## config.mk

```make
export PLATFORM = sky130hd
export DESIGN_NAME = zpf_ctrl
export DESIGN_NICKNAME = d
export VERILOG_FILES = /design/src/sv/zpf_pkg.sv /design/src/sv/zpf_ctrl.sv
export SDC_FILE = /design/constraint.sdc
export NUM_CORES = 1
export LEC_CHECK = 0
export BUFFER_PORTS_ARGS = -buffer_cell sky130_fd_sc_hd__buf_2
export CORE_ASPECT_RATIO = 0.8
export CORE_MARGIN = 4
export CORE_UTILIZATION = 57
export CTS_CLUSTER_SIZE = 12
export DETAILED_ROUTE_END_ITERATION = 10
export PLACE_DENSITY = 0.83
export SLEW_MARGIN = 40
export SYNTH_ARGS = -nofsm -noshare
export SYNTH_HDL_FRONTEND = slang
export SYNTH_SLANG_ARGS = --single-unit
```

## constraint.sdc

```tcl
create_clock -name clk -period 8.57 [get_ports clk]
set_clock_uncertainty 0.05 [all_clocks]
set_input_delay 0.857 -clock clk [delete_from_list [all_inputs] [get_ports clk]]
set_output_delay 0.857 -clock clk [all_outputs]
set_load 0.03 [all_outputs]
```

## src/sv/zpf_pkg.sv

```systemverilog
package zpf_pkg;

  // Default sizes
  localparam int MAX_SAMPLES = 1024;
  localparam int MAX_TAPS    = 8;

  // Item kinds
  localparam logic [1:0] KIND_LOAD   = 2'd0;
  localparam logic [1:0] KIND_SAMPLE = 2'd1;
  localparam logic [1:0] KIND_READ   = 2'd2;

  // Coefficient banks
  localparam logic [1:0] BANK_B  = 2'd0;
  localparam logic [1:0] BANK_A  = 2'd1;
  localparam logic [1:0] BANK_ZI = 2'd2;

  // Result status codes
  localparam logic [1:0] STAT_OK    = 2'd0;
  localparam logic [1:0] STAT_NONE  = 2'd1;
  localparam logic [1:0] STAT_SHORT = 2'd2;

  // Taps register
  localparam int          TAPS_W     = 4;
  localparam logic [3:0]  TAPS_RESET = 4'd3;

  // Rounding bias for Q20.40 -> Q16.16
  localparam logic signed [63:0] ROUND_BIAS = 64'sd8388608;

  typedef struct packed {
    logic [1:0]         kind;
    logic [1:0]         coef_bank;
    logic [2:0]         coef_index;
    logic signed [31:0] value;
    logic               last;
    logic [9:0]         read_index;
  } in_item_t;

  typedef struct packed {
    logic signed [31:0] filtered_value;
    logic [1:0]         status;
  } out_item_t;

  // Source of the next filter input
  typedef enum logic [1:0] {
    SRC_MID = 2'd0,
    SRC_LO  = 2'd1,
    SRC_HI  = 2'd2,
    SRC_FWD = 2'd3
  } src_t;

  // MAC operand pair
  typedef enum logic [1:0] {
    SEL_B = 2'd0,
    SEL_A = 2'd1,
    SEL_Z = 2'd2
  } sel_t;

  // Controller to datapath commands
  typedef struct packed {
    logic coef_we;
    logic store;
    logic store_first;
    logic rd_out;
    logic out_load;
    logic set_short;
    logic set_done;
    logic hist_clr;
    logic rd_in;
    logic rd_fwd;
    logic load_x;
    logic first_step;
    src_t src;
    logic acc_clr;
    logic mac_en;
    sel_t sel;
    logic round;
    logic fwd_we;
    logic out_we;
  } cmd_t;

  function automatic logic signed [31:0] sat32(input logic signed [63:0] v);
    logic signed [31:0] r;
    if (v > 64'sd2147483647) r = 32'sh7fffffff;
    else if (v < -64'sd2147483648) r = 32'sh80000000;
    else r = v[31:0];
    return r;
  endfunction

endpackage

```

## src/sv/zpf_ctrl.sv

```systemverilog
module zpf_ctrl #(
  parameter int MAX_SAMPLES = zpf_pkg::MAX_SAMPLES,
  parameter int MAX_TAPS    = zpf_pkg::MAX_TAPS,
  localparam int EDGE  = 3 * (MAX_TAPS - 1),
  localparam int AW    = $clog2(MAX_SAMPLES),
  localparam int FA_W  = $clog2(MAX_SAMPLES + EDGE),
  localparam int CNT_W = $clog2(MAX_SAMPLES + 1),
  localparam int TIW   = $clog2(MAX_TAPS)
) (
  input  logic                          clk,
  input  logic                          rst_n,
  input  logic                          cfg_we,
  input  logic [zpf_pkg::TAPS_W-1:0]    cfg_data,
  input  logic                          in_valid,
  output logic                          in_ready,
  input  zpf_pkg::in_item_t             in_item,
  output logic                          out_valid,
  input  logic                          out_ready,
  output zpf_pkg::cmd_t                 cmd,
  output logic [AW-1:0]                 in_addr,
  output logic [FA_W-1:0]               fa_addr,
  output logic [AW-1:0]                 oa_addr,
  output logic [TIW-1:0]                coef_sel,
  output logic [CNT_W-1:0]              count
);

  localparam int K_W  = $clog2(MAX_SAMPLES + 2 * EDGE + 1);
  localparam int TN_W = $clog2(MAX_TAPS + 1);
  localparam int SW   = $clog2(2 * MAX_TAPS);

  typedef enum logic [7:0] {
    S_IDLE  = 8'b00000001,
    S_READ  = 8'b00000010,
    S_START = 8'b00000100,
    S_FETCH = 8'b00001000,
    S_WAIT  = 8'b00010000,
    S_MAC   = 8'b00100000,
    S_DRAIN = 8'b01000000,
    S_ROUND = 8'b10000000
  } state_t;

  state_t                     state_r, state_nxt;
  logic [zpf_pkg::TAPS_W-1:0] taps_r;
  logic [CNT_W-1:0]           count_r, count_nxt;
  logic [K_W-1:0]             k_r, k_nxt;
  logic [SW-1:0]              i_r, i_nxt;
  logic                       pass_r, pass_nxt;
  logic                       out_valid_r, out_valid_nxt;

  logic [TN_W-1:0] nt;
  logic [K_W-1:0]  nf, n_k, k_last, ra, short_thr;
  logic            accept, mac_last;

  // Clamp taps, derive edge length and pass bounds
  always_comb begin
    if (taps_r < 4'd2) nt = TN_W'(2);
    else if (32'(taps_r) > MAX_TAPS) nt = TN_W'(MAX_TAPS);
    else nt = TN_W'(taps_r);
    nf        = (K_W'(nt) - K_W'(1)) * K_W'(3);
    n_k       = K_W'(count_r);
    short_thr = K_W'(nt) * K_W'(3) - K_W'(2);
    k_last    = pass_r ? (n_k + nf - K_W'(1)) : (n_k + nf + nf - K_W'(1));
  end

  assign in_ready  = (state_r == S_IDLE);
  assign accept    = in_valid && in_ready;
  assign out_valid = out_valid_r;
  assign count     = count_r;

  // Read address and source of the filter input at position k
  always_comb begin
    cmd = '0;
    cmd.src = zpf_pkg::SRC_FWD;
    ra = n_k + nf - K_W'(1) - k_r;
    if (!pass_r) begin
      if (k_r < nf) begin
        cmd.src = zpf_pkg::SRC_LO;
        ra = nf - k_r;
      end else if (k_r < nf + n_k) begin
        cmd.src = zpf_pkg::SRC_MID;
        ra = k_r - nf;
      end else begin
        cmd.src = zpf_pkg::SRC_HI;
        ra = n_k - K_W'(2) - (k_r - nf - n_k);
      end
    end
    in_addr = (state_r == S_IDLE) ? AW'(count_r) : AW'(ra);
    fa_addr = pass_r ? FA_W'(ra) : FA_W'(k_r - nf);
    oa_addr = AW'(n_k + nf - K_W'(1) - k_r);

    // MAC step decode: b terms, a terms, then the initial-state term
    mac_last = (32'(i_r) == 32'(nt) * 2 - 1);
    if (32'(i_r) < 32'(nt)) begin
      cmd.sel  = zpf_pkg::SEL_B;
      coef_sel = TIW'(i_r);
      cmd.mac_en = (state_r == S_MAC);
    end else if (32'(i_r) < 32'(nt) * 2 - 1) begin
      cmd.sel  = zpf_pkg::SEL_A;
      coef_sel = TIW'(32'(i_r) - 32'(nt) + 1);
      cmd.mac_en = (state_r == S_MAC);
    end else begin
      cmd.sel  = zpf_pkg::SEL_Z;
      coef_sel = TIW'(k_r);
      cmd.mac_en = (state_r == S_MAC) && (32'(k_r) + 1 < 32'(nt));
    end

    state_nxt     = state_r;
    count_nxt     = count_r;
    k_nxt         = k_r;
    i_nxt         = i_r;
    pass_nxt      = pass_r;
    out_valid_nxt = out_valid_r && !out_ready;

    case (state_r)
      S_IDLE: begin
        if (accept) begin
          case (in_item.kind)
            zpf_pkg::KIND_LOAD: cmd.coef_we = 1'b1;
            zpf_pkg::KIND_SAMPLE: begin
              if (32'(count_r) < MAX_SAMPLES) begin
                cmd.store       = 1'b1;
                cmd.store_first = (count_r == '0);
                count_nxt       = count_r + CNT_W'(1);
              end
              if (in_item.last) state_nxt = S_START;
            end
            zpf_pkg::KIND_READ: begin
              cmd.rd_out = 1'b1;
              state_nxt  = S_READ;
            end
            default: ;
          endcase
        end
      end
      S_READ: begin
        if (!out_valid_r || out_ready) begin
          cmd.out_load  = 1'b1;
          out_valid_nxt = 1'b1;
          state_nxt     = S_IDLE;
        end
      end
      S_START: begin
        if (n_k <= short_thr) begin
          cmd.set_short = 1'b1;
          count_nxt     = '0;
          state_nxt     = S_IDLE;
        end else begin
          cmd.hist_clr = 1'b1;
          k_nxt        = '0;
          pass_nxt     = 1'b0;
          state_nxt    = S_FETCH;
        end
      end
      S_FETCH: begin
        cmd.rd_in  = !pass_r;
        cmd.rd_fwd = pass_r;
        state_nxt  = S_WAIT;
      end
      S_WAIT: begin
        cmd.load_x     = 1'b1;
        cmd.first_step = (k_r == '0);
        cmd.acc_clr    = 1'b1;
        i_nxt          = '0;
        state_nxt      = S_MAC;
      end
      S_MAC: begin
        i_nxt = i_r + SW'(1);
        if (mac_last) state_nxt = S_DRAIN;
      end
      S_DRAIN: state_nxt = S_ROUND;
      S_ROUND: begin
        cmd.round  = 1'b1;
        cmd.fwd_we = !pass_r && (k_r >= nf);
        cmd.out_we = pass_r && (k_r >= nf);
        if (k_r == k_last) begin
          if (!pass_r) begin
            pass_nxt     = 1'b1;
            k_nxt        = '0;
            cmd.hist_clr = 1'b1;
            state_nxt    = S_FETCH;
          end else begin
            cmd.set_done = 1'b1;
            count_nxt    = '0;
            state_nxt    = S_IDLE;
          end
        end else begin
          k_nxt     = k_r + K_W'(1);
          state_nxt = S_FETCH;
        end
      end
      default: state_nxt = S_IDLE;
    endcase
  end

  // Control registers
  always_ff @(posedge clk) begin
    if (!rst_n) begin
      state_r     <= S_IDLE;
      taps_r      <= zpf_pkg::TAPS_RESET;
      count_r     <= '0;
      k_r         <= '0;
      i_r         <= '0;
      pass_r      <= 1'b0;
      out_valid_r <= 1'b0;
    end else begin
      state_r     <= state_nxt;
      count_r     <= count_nxt;
      k_r         <= k_nxt;
      i_r         <= i_nxt;
      pass_r      <= pass_nxt;
      out_valid_r <= out_valid_nxt;
      if (cfg_we) taps_r <= cfg_data;
    end
  end

endmodule

```

Yosys cells after proc, flatten, opt, wreduce, memory -nomap -nowiden
Cells that the tools add are included.
{"block": "totals", "word_cells": 142, "inputBits": 59, "ff_bits": 40, "out_inout_bits": 68}
{"block": "classes", "add_sub_neg": 19, "n_eq_ne": 24, "n_reduce_logical": 19, "n_mux": 61, "multipliers": 2, "order_cmp": 10}
{"operator": "11-bit two-way mux", "n": 14}
{"operator": "8-bit one-hot mux with 8 select lines", "n": 1}
{"operator": "11-bit subtractor", "n": 5}
{"operator": "8-bit two-way mux", "n": 5}
{"operator": "11-bit one-hot mux with 3 select lines", "n": 1}
{"operator": "4-bit by 32-bit equality test with 1-bit output", "n": 1}
{"operator": "4-bit by 32-bit less-than comparator with 1-bit output", "n": 1}
{"operator": "4-bit two-way mux", "n": 6}
{"operator": "11-bit by 1-bit adder with 11-bit output (second input constant)", "n": 2}
{"operator": "11-bit adder", "n": 2}
{"operator": "11-bit zero test", "n": 2}
{"operator": "11-bit less-than comparator", "n": 2}
{"operator": "11-bit one-hot mux with 2 select lines", "n": 1}
{"operator": "11-bit by 1-bit subtractor with 11-bit output (second input constant)", "n": 2}
{"operator": "2-bit two-way mux", "n": 8}
{"operator": "8-bit one-hot mux with 2 select lines", "n": 1}
{"operator": "1-bit two-way mux", "n": 15}
{"operator": "3-bit two-way mux", "n": 5}
{"operator": "11-bit by 1-bit adder with 12-bit output (second input constant)", "n": 1}
{"operator": "12-bit by 4-bit less-than comparator with 1-bit output", "n": 1}
{"operator": "2-bit inequality test (second input constant)", "n": 6}
{"operator": "11-bit equality test", "n": 1}
{"operator": "11-bit greater-or-equal comparator", "n": 1}
{"operator": "11-bit less-or-equal comparator", "n": 1}
{"operator": "other kinds (38)", "n": 50}

Logic depth before layout (Yosys ltp)
{"block": "logic_depth", "word_depth": 12, "depth_mapped": 32, "mapped_depth_nobuf": 30}

Worst setup path after synthesis
OpenSTA, ideal clock, no wires.
{"block": "synth_path", "path_type": "reg-to-output", "from": "register taps_r[3] in the netlist's numbering", "to": "output port in_addr[9]", "stages_incl_launch_ff": 24, "slack_ns": 0.978, "arrival_ns": 6.685, "cell_sequence": "dfxtp_1 -> clkbuf_1 -> inv_1 -> o211ai_1 -> inv_1 -> a21oi_1 -> ha_1 -> ha_1 -> a21o_1 -> a21oi_1 -> nor2b_1 -> xnor2_1 -> ha_1 -> nor3_1 -> o211ai_1 -> o211ai_2 -> nand3b_1 -> nor3_2 -> xnor2_1 -> inv_1 -> ha_1 -> o311ai_0 -> o221ai_1 -> a22oi_1"}
{"block": "synth_between", "word_cells_on_any_way": 19, "cone_classes": "add/sub: 8; mul: 1; order compare: 4; mux: 6"}
{"element": "start, declared", "line": "zpf_ctrl.sv:43", "rtl": "logic [zpf_pkg::TAPS_W-1:0] taps_r;"}
{"element": "start signal, assigned", "line": "zpf_ctrl.sv:199", "rtl": "taps_r <= zpf_pkg::TAPS_RESET;"}
{"element": "start signal, assigned", "line": "zpf_ctrl.sv:212", "rtl": "if (cfg_we) taps_r <= cfg_data;"}
{"element": "4-bit greater-than comparator", "line": "zpf_ctrl.sv:57", "rtl": "else if (32'(taps_r) > MAX_TAPS) nt = TN_W'(MAX_TAPS);"}
{"element": "4-bit two-way mux", "line": "zpf_ctrl.sv:57"}
{"element": "4-bit two-way mux *", "line": "zpf_ctrl.sv:56", "rtl": "if (taps_r < 4'd2) nt = TN_W'(2);"}
{"element": "4-bit by 1-bit subtractor with 5-bit output *", "line": "zpf_ctrl.sv:59", "rtl": "nf = (K_W'(nt) - K_W'(1)) * K_W'(3);"}
{"element": "5-bit by 3-bit multiplier with 8-bit output *", "line": "zpf_ctrl.sv:59"}
{"element": "11-bit adder *"}
{"element": "11-bit by 1-bit subtractor with 11-bit output *"}
{"element": "11-bit subtractor *"}
{"element": "via oa_addr[9]", "line": "zpf_ctrl.sv:22", "rtl": "output logic [AW-1:0] oa_addr,"}
{"element": "11-bit two-way mux *", "line": "zpf_ctrl.sv:75", "rtl": "if (!pass_r) begin"}
{"element": "10-bit two-way mux *", "line": "zpf_ctrl.sv:87", "rtl": "in_addr = (state_r == S_IDLE) ? AW'(count_r) : AW'(ra);"}
{"element": "end, declared", "line": "zpf_ctrl.sv:20", "rtl": "output logic [AW-1:0] in_addr,"}
The timed path passes the listed nets; every way through them passes the cells marked *.

==> impl_metrics.prom <==
# TYPE chip_impl_metric gauge
chip_impl_metric{name="grt_usage",unit="%"} 29.8
chip_impl_metric{name="timing_worst_slew_pin_value",unit="ns"} 0.751
chip_impl_metric{name="remaining_drc_errors",unit=""} 0
chip_impl_metric{name="maxClockFrequency",unit="MHz"} 124
chip_impl_info{name="worst_hold_path_type",value="reg -> reg"} 1
chip_impl_info{name="terminating_pin_of_the_worst_hold_path",value="taps_r[1]$_SDFFE_PN1P_"} 1
chip_impl_info{name="hold_path.startpoint",value="taps_r[1]$_SDFFE_PN1P_"} 1
chip_impl_metric{name="yosysWarnings",unit=""} 0
chip_impl_metric{name="grt_overflow_total",unit=""} 0
chip_impl_metric{name="data_required_critical_path",unit="ns"} 7.66
chip_impl_metric{name="layout_worst_path_cycle_share",unit="%"} 94.2
chip_impl_metric{name="cts.reportedPaths.clkPinSlew",unit="ns"} 0.06
chip_impl_info{name="synth.top_cells.by_area",value="ha_1 22%, dfxtp_1 11%, inv_1 6.6%"} 1
chip_impl_info{name="worstReg2RegEnd",value="count[5]$_SDFFE_PN0P_"} 1
chip_impl_metric{name="postLayoutCellArea",unit="µm²"} 8300
chip_impl_info{name="rsz0062_at_grt",value="no"} 1
chip_impl_metric{name="worst_skew_pair.late_latency",unit="ns"} 0.30
chip_impl_metric{name="synth-seq-cells",unit=""} 40
chip_impl_metric{name="dpl_cell_area",unit="µm²"} 8100
chip_impl_metric{name="antenna_found_initial",unit=""} 1
chip_impl_info{name="yosysTopAreaCell",value="ha_1"} 1
chip_impl_metric{name="htree_num_levels",unit=""} 2
chip_impl_metric{name="postSynthAreaPerCell",unit="µm²"} 7.39
chip_impl_metric{name="hpwlAfterDp",unit="mm"} 18.1
chip_impl_metric{name="yosysSeqAreaShare",unit="%"} 10.6
chip_impl_metric{name="post-route-min-period",unit="ns"} 8.07
chip_impl_info{name="synth.most_common_cell",value="inv_1"} 1
chip_impl_metric{name="fp.dieH",unit="µm"} 111
chip_impl_metric{name="count_of_pins_over_their_slew_limit",unit=""} 0
chip_impl_info{name="synth-main-ff-cell",value="dfxtp_1"} 1
chip_impl_info{name="crit_type",value="reg -> out"} 1
chip_impl_metric{name="vias_per_cell",unit=""} 6.08
chip_impl_metric{name="cts_buffers",unit=""} 5
chip_impl_metric{name="maxCapViolCount",unit=""} 0
chip_impl_metric{name="worstRegToRegCells",unit=""} 26
chip_impl_metric{name="crit_fanout",unit=""} 7
chip_impl_metric{name="core_area",unit="µm²"} 12900
chip_impl_metric{name="std_cell_rows",unit=""} 37
chip_impl_metric{name="yosys.area.top_type_share",unit="%"} 21.5
chip_impl_metric{name="final_core_utilization",unit="%"} 64.3
chip_impl_metric{name="max-clock-path-buffers",unit=""} 2
chip_impl_info{name="run_status",value="finished clean"} 1
chip_impl_metric{name="p_leak",unit="nW"} 4.04
chip_impl_metric{name="area_growth_syn_to_layout",unit="%"} 9.80
chip_impl_metric{name="die-width",unit="µm"} 137
chip_impl_metric{name="clkSinkCount",unit=""} 40
chip_impl_metric{name="antenna-diode-count",unit=""} 0
chip_impl_metric{name="setup_total_negative_slack",unit="ns"} 0
chip_impl_metric{name="post_cts.repair.setup_buffers",unit=""} 0
chip_impl_metric{name="grt_first_pass_wirelength",unit="mm"} 36.4
chip_impl_metric{name="detailedRoute.firstIterationViolations",unit=""} 729
chip_impl_metric{name="via_count",unit=""} 7637
chip_impl_metric{name="post_synth_instance_area",unit="µm²"} 7560
chip_impl_metric{name="globalplace.congestion",unit=""} 0.990
chip_impl_metric{name="final_layout_worst_hold_slack",unit="ns"} 0.460
chip_impl_metric{name="syn_nets",unit=""} 1220
chip_impl_metric{name="syn-instance-count",unit=""} 1023
chip_impl_info{name="timing.critical_path.to_type",value="output pin"} 1
chip_impl_info{name="cts_tree",value="done"} 1
chip_impl_metric{name="post_synth_num_cell_types",unit=""} 84
chip_impl_metric{name="first_global_vias",unit=""} 7095
chip_impl_metric{name="wl_cell",unit="µm"} 18.1
chip_impl_metric{name="hold_depth",unit=""} 2
chip_impl_metric{name="die-area",unit="µm²"} 15200
chip_impl_info{name="post_synth_most_frequent_cells",value="133 x inv_1, 130 x ha_1, 71 x nand2_1, 70 x nor2_1, 58 x a21oi_1"} 1
chip_impl_metric{name="wl",unit="mm"} 22.7
chip_impl_metric{name="setup_violations",unit=""} 0
chip_impl_metric{name="synth-edff-count",unit=""} 0
chip_impl_metric{name="share_of_post_route_cells_with_drive_strength_above_1",unit="%"} 12.8
chip_impl_metric{name="drt.antenna.violating_nets",unit=""} 0
chip_impl_info{name="clock_tree.root_cell",value="clkbuf_16"} 1
chip_impl_info{name="timing.critical_path.from_type",value="flip-flop"} 1
chip_impl_info{name="reg2reg_from",value="taps_r[3]$_SDFFE_PN0P_"} 1
chip_impl_metric{name="synth_async_sr_flop_share",unit="%"} 0
chip_impl_metric{name="rrSetupSlack",unit="ns"} 1.14
chip_impl_metric{name="cp_data_arrival_time",unit="ns"} 7.17
chip_impl_metric{name="nets",unit=""} 1277
chip_impl_metric{name="final-hold-violation-count",unit=""} 0
chip_impl_metric{name="worst_slew_margin_rel",unit="%"} 49.6
chip_impl_metric{name="first_pass_iters",unit=""} 6
chip_impl_metric{name="place.port_buffers",unit=""} 79
chip_impl_metric{name="num_io_pins",unit=""} 127
chip_impl_metric{name="power_density",unit="nW/µm²"} 231
chip_impl_metric{name="power.ir.vdd_worst",unit="mV"} 0.257
chip_impl_metric{name="floorplan.initialDensity",unit="%"} 58.5
chip_impl_metric{name="grt_max_degree",unit=""} 43
==> cell usage in the layout (no fill, tap or decap), drive strengths merged, types with 5 or more instances in the layout <==
| master | Yosys | final |
|---|---|---|
| clkbuf | 32 | 5 |
| o21bai | 12 | 12 |
| buf | 9 | 91 |
| ha | 130 | 130 |
| o21ai | 65 | 65 |
| nand3 | 40 | 40 |
| dfxtp | 40 | 40 |
| a41oi | 9 | 9 |
| a21boi | 6 | 6 |
| nand2 | 71 | 71 |
| mux2i | 13 | 13 |
| or3 | 20 | 20 |
| nor3 | 24 | 24 |
| nor2 | 71 | 71 |
| a31oi | 7 | 7 |
| o211ai | 19 | 19 |
| fa | 8 | 8 |
| or3b | 5 | 5 |
| inv | 133 | 134 |
| and3 | 17 | 17 |
| o31ai | 7 | 7 |
| xnor2 | 54 | 54 |
| a32o | 6 | 6 |
| nor4 | 7 | 7 |
| xor2 | 19 | 19 |
| nand4 | 8 | 8 |
| nor2b | 23 | 23 |
| nand2b | 7 | 7 |
| o21a | 11 | 11 |
| a21oi | 59 | 59 |
| a32oi | 6 | 6 |
| nand3b | 6 | 6 |
| a21o | 18 | 18 |
==> kinds of logic after synthesis <==
| logic type | Yosys count | synth area share, % |
|---|---|---|
| xor gates and xnor gates | 74 | 8.86 |
| buffers and inverters | 175 | 8.94 |
| muxes | 16 | 2.17 |
| adders and majority gates | 138 | 23.6 |
| DFF | 40 | 10.6 |
| AOI/OAI and AO/OA | 264 | 24.3 |
| and+or+nand+nor | 316 | 21.5 |
==> state kept, by name, summed over array words and instances, names as in the netlist <==
register	cells
count	11
k_r	11
state_r	8
i_r	4
taps_r	4
out_valid	1
pass_r	1
==> repair_timing <==
| action | in CTS | in global routing |
|---|---|---|
| hold endpoints to repair | 0 | 0 |
| endpoints found under the setup margin | 0 | 6 |
| resized for setup | 0 | 5 |
| hold buffers | 0 | 0 |
==> layer usage <==
metal	vias to the layer above	track usage [%]	share of wire, %
met5	-	0	0.057
met4	2	10.3	3.0
met3	39	4.90	9.1
met2	353	45.0	43
met1	3518	42.5	45
li1	3725	-	-
==> stage by stage <==
step	power, mW	setup WS, ns	std cells
final	1.91	0.496	1256
after global routing	2.08	0.0497	1256
after CTS	1.90	0.414	1256
after detailed placement	1.66	0.751	1248
after global placement	1.63	0.797	1248
after floorplan	1.34	0.978	1023
==> critical path, stage by stage, from the launching register on <==
cell      delay (ns)
dfxtp_1         0.37
inv_1           0.14
o211ai_1        0.28
ha_1            0.37
xnor2_1         0.30
ha_1            0.31
ha_1            0.29
a21o_1          0.15
a21oi_1         0.23
xnor2_1         0.28
ha_1            0.39
nor2b_1         0.17
or3b_1          0.36
nand3_1         0.16
inv_1           0.09
ha_1            0.28
inv_1           0.04
ha_1            0.33
nor2b_1         0.17
nor4_1          0.38
o21bai_1        0.17
xnor2_1         0.17
o211ai_1        0.09
or3_1           0.41
nor4_4          0.39
nand2_1         0.09
o31ai_1         0.21
buf_2           0.24
==> how the worst max path moves through the flow <==
stage                           startpoint    endpoint  slack, ns  cells past startpoint
finish              taps_r[3]$_SDFFE_PN0P_     cmd[13]       0.50                     27
global route        taps_r[3]$_SDFFE_PN0P_     cmd[13]       0.05                     27
CTS                 taps_r[3]$_SDFFE_PN0P_     cmd[13]       0.41                     27
detailed placement  taps_r[3]$_SDFFE_PN0P_     cmd[13]       0.75                     27
global placement    taps_r[3]$_SDFFE_PN0P_     cmd[13]       0.80                     27
floorplan           taps_r[3]$_SDFFE_PN0P_  in_addr[9]       0.98                     23
==> power by group <==
part           switching, mW  total (mW)  internal (mW)  leakage [nW]
combinational          0.914        1.49          0.577          3.63
clock                 0.0911       0.230          0.139        0.0804
sequential           0.00525       0.194          0.189         0.323
==> area by class of cell <==
| cell class | instances | area, µm² |
|---|---|---|
| multi-input combinational | 808 | 6120 |
| fill | 1093 | 4620 |
| sequential | 40 | 801 |
| inverter | 134 | 503 |
| timing repair buffer | 91 | 485 |
| tap | 175 | 219 |
| clock buffer | 5 | 125 |
| clock inverter | 3 | 46.3 |
Power figures use the tool's default switching activity.
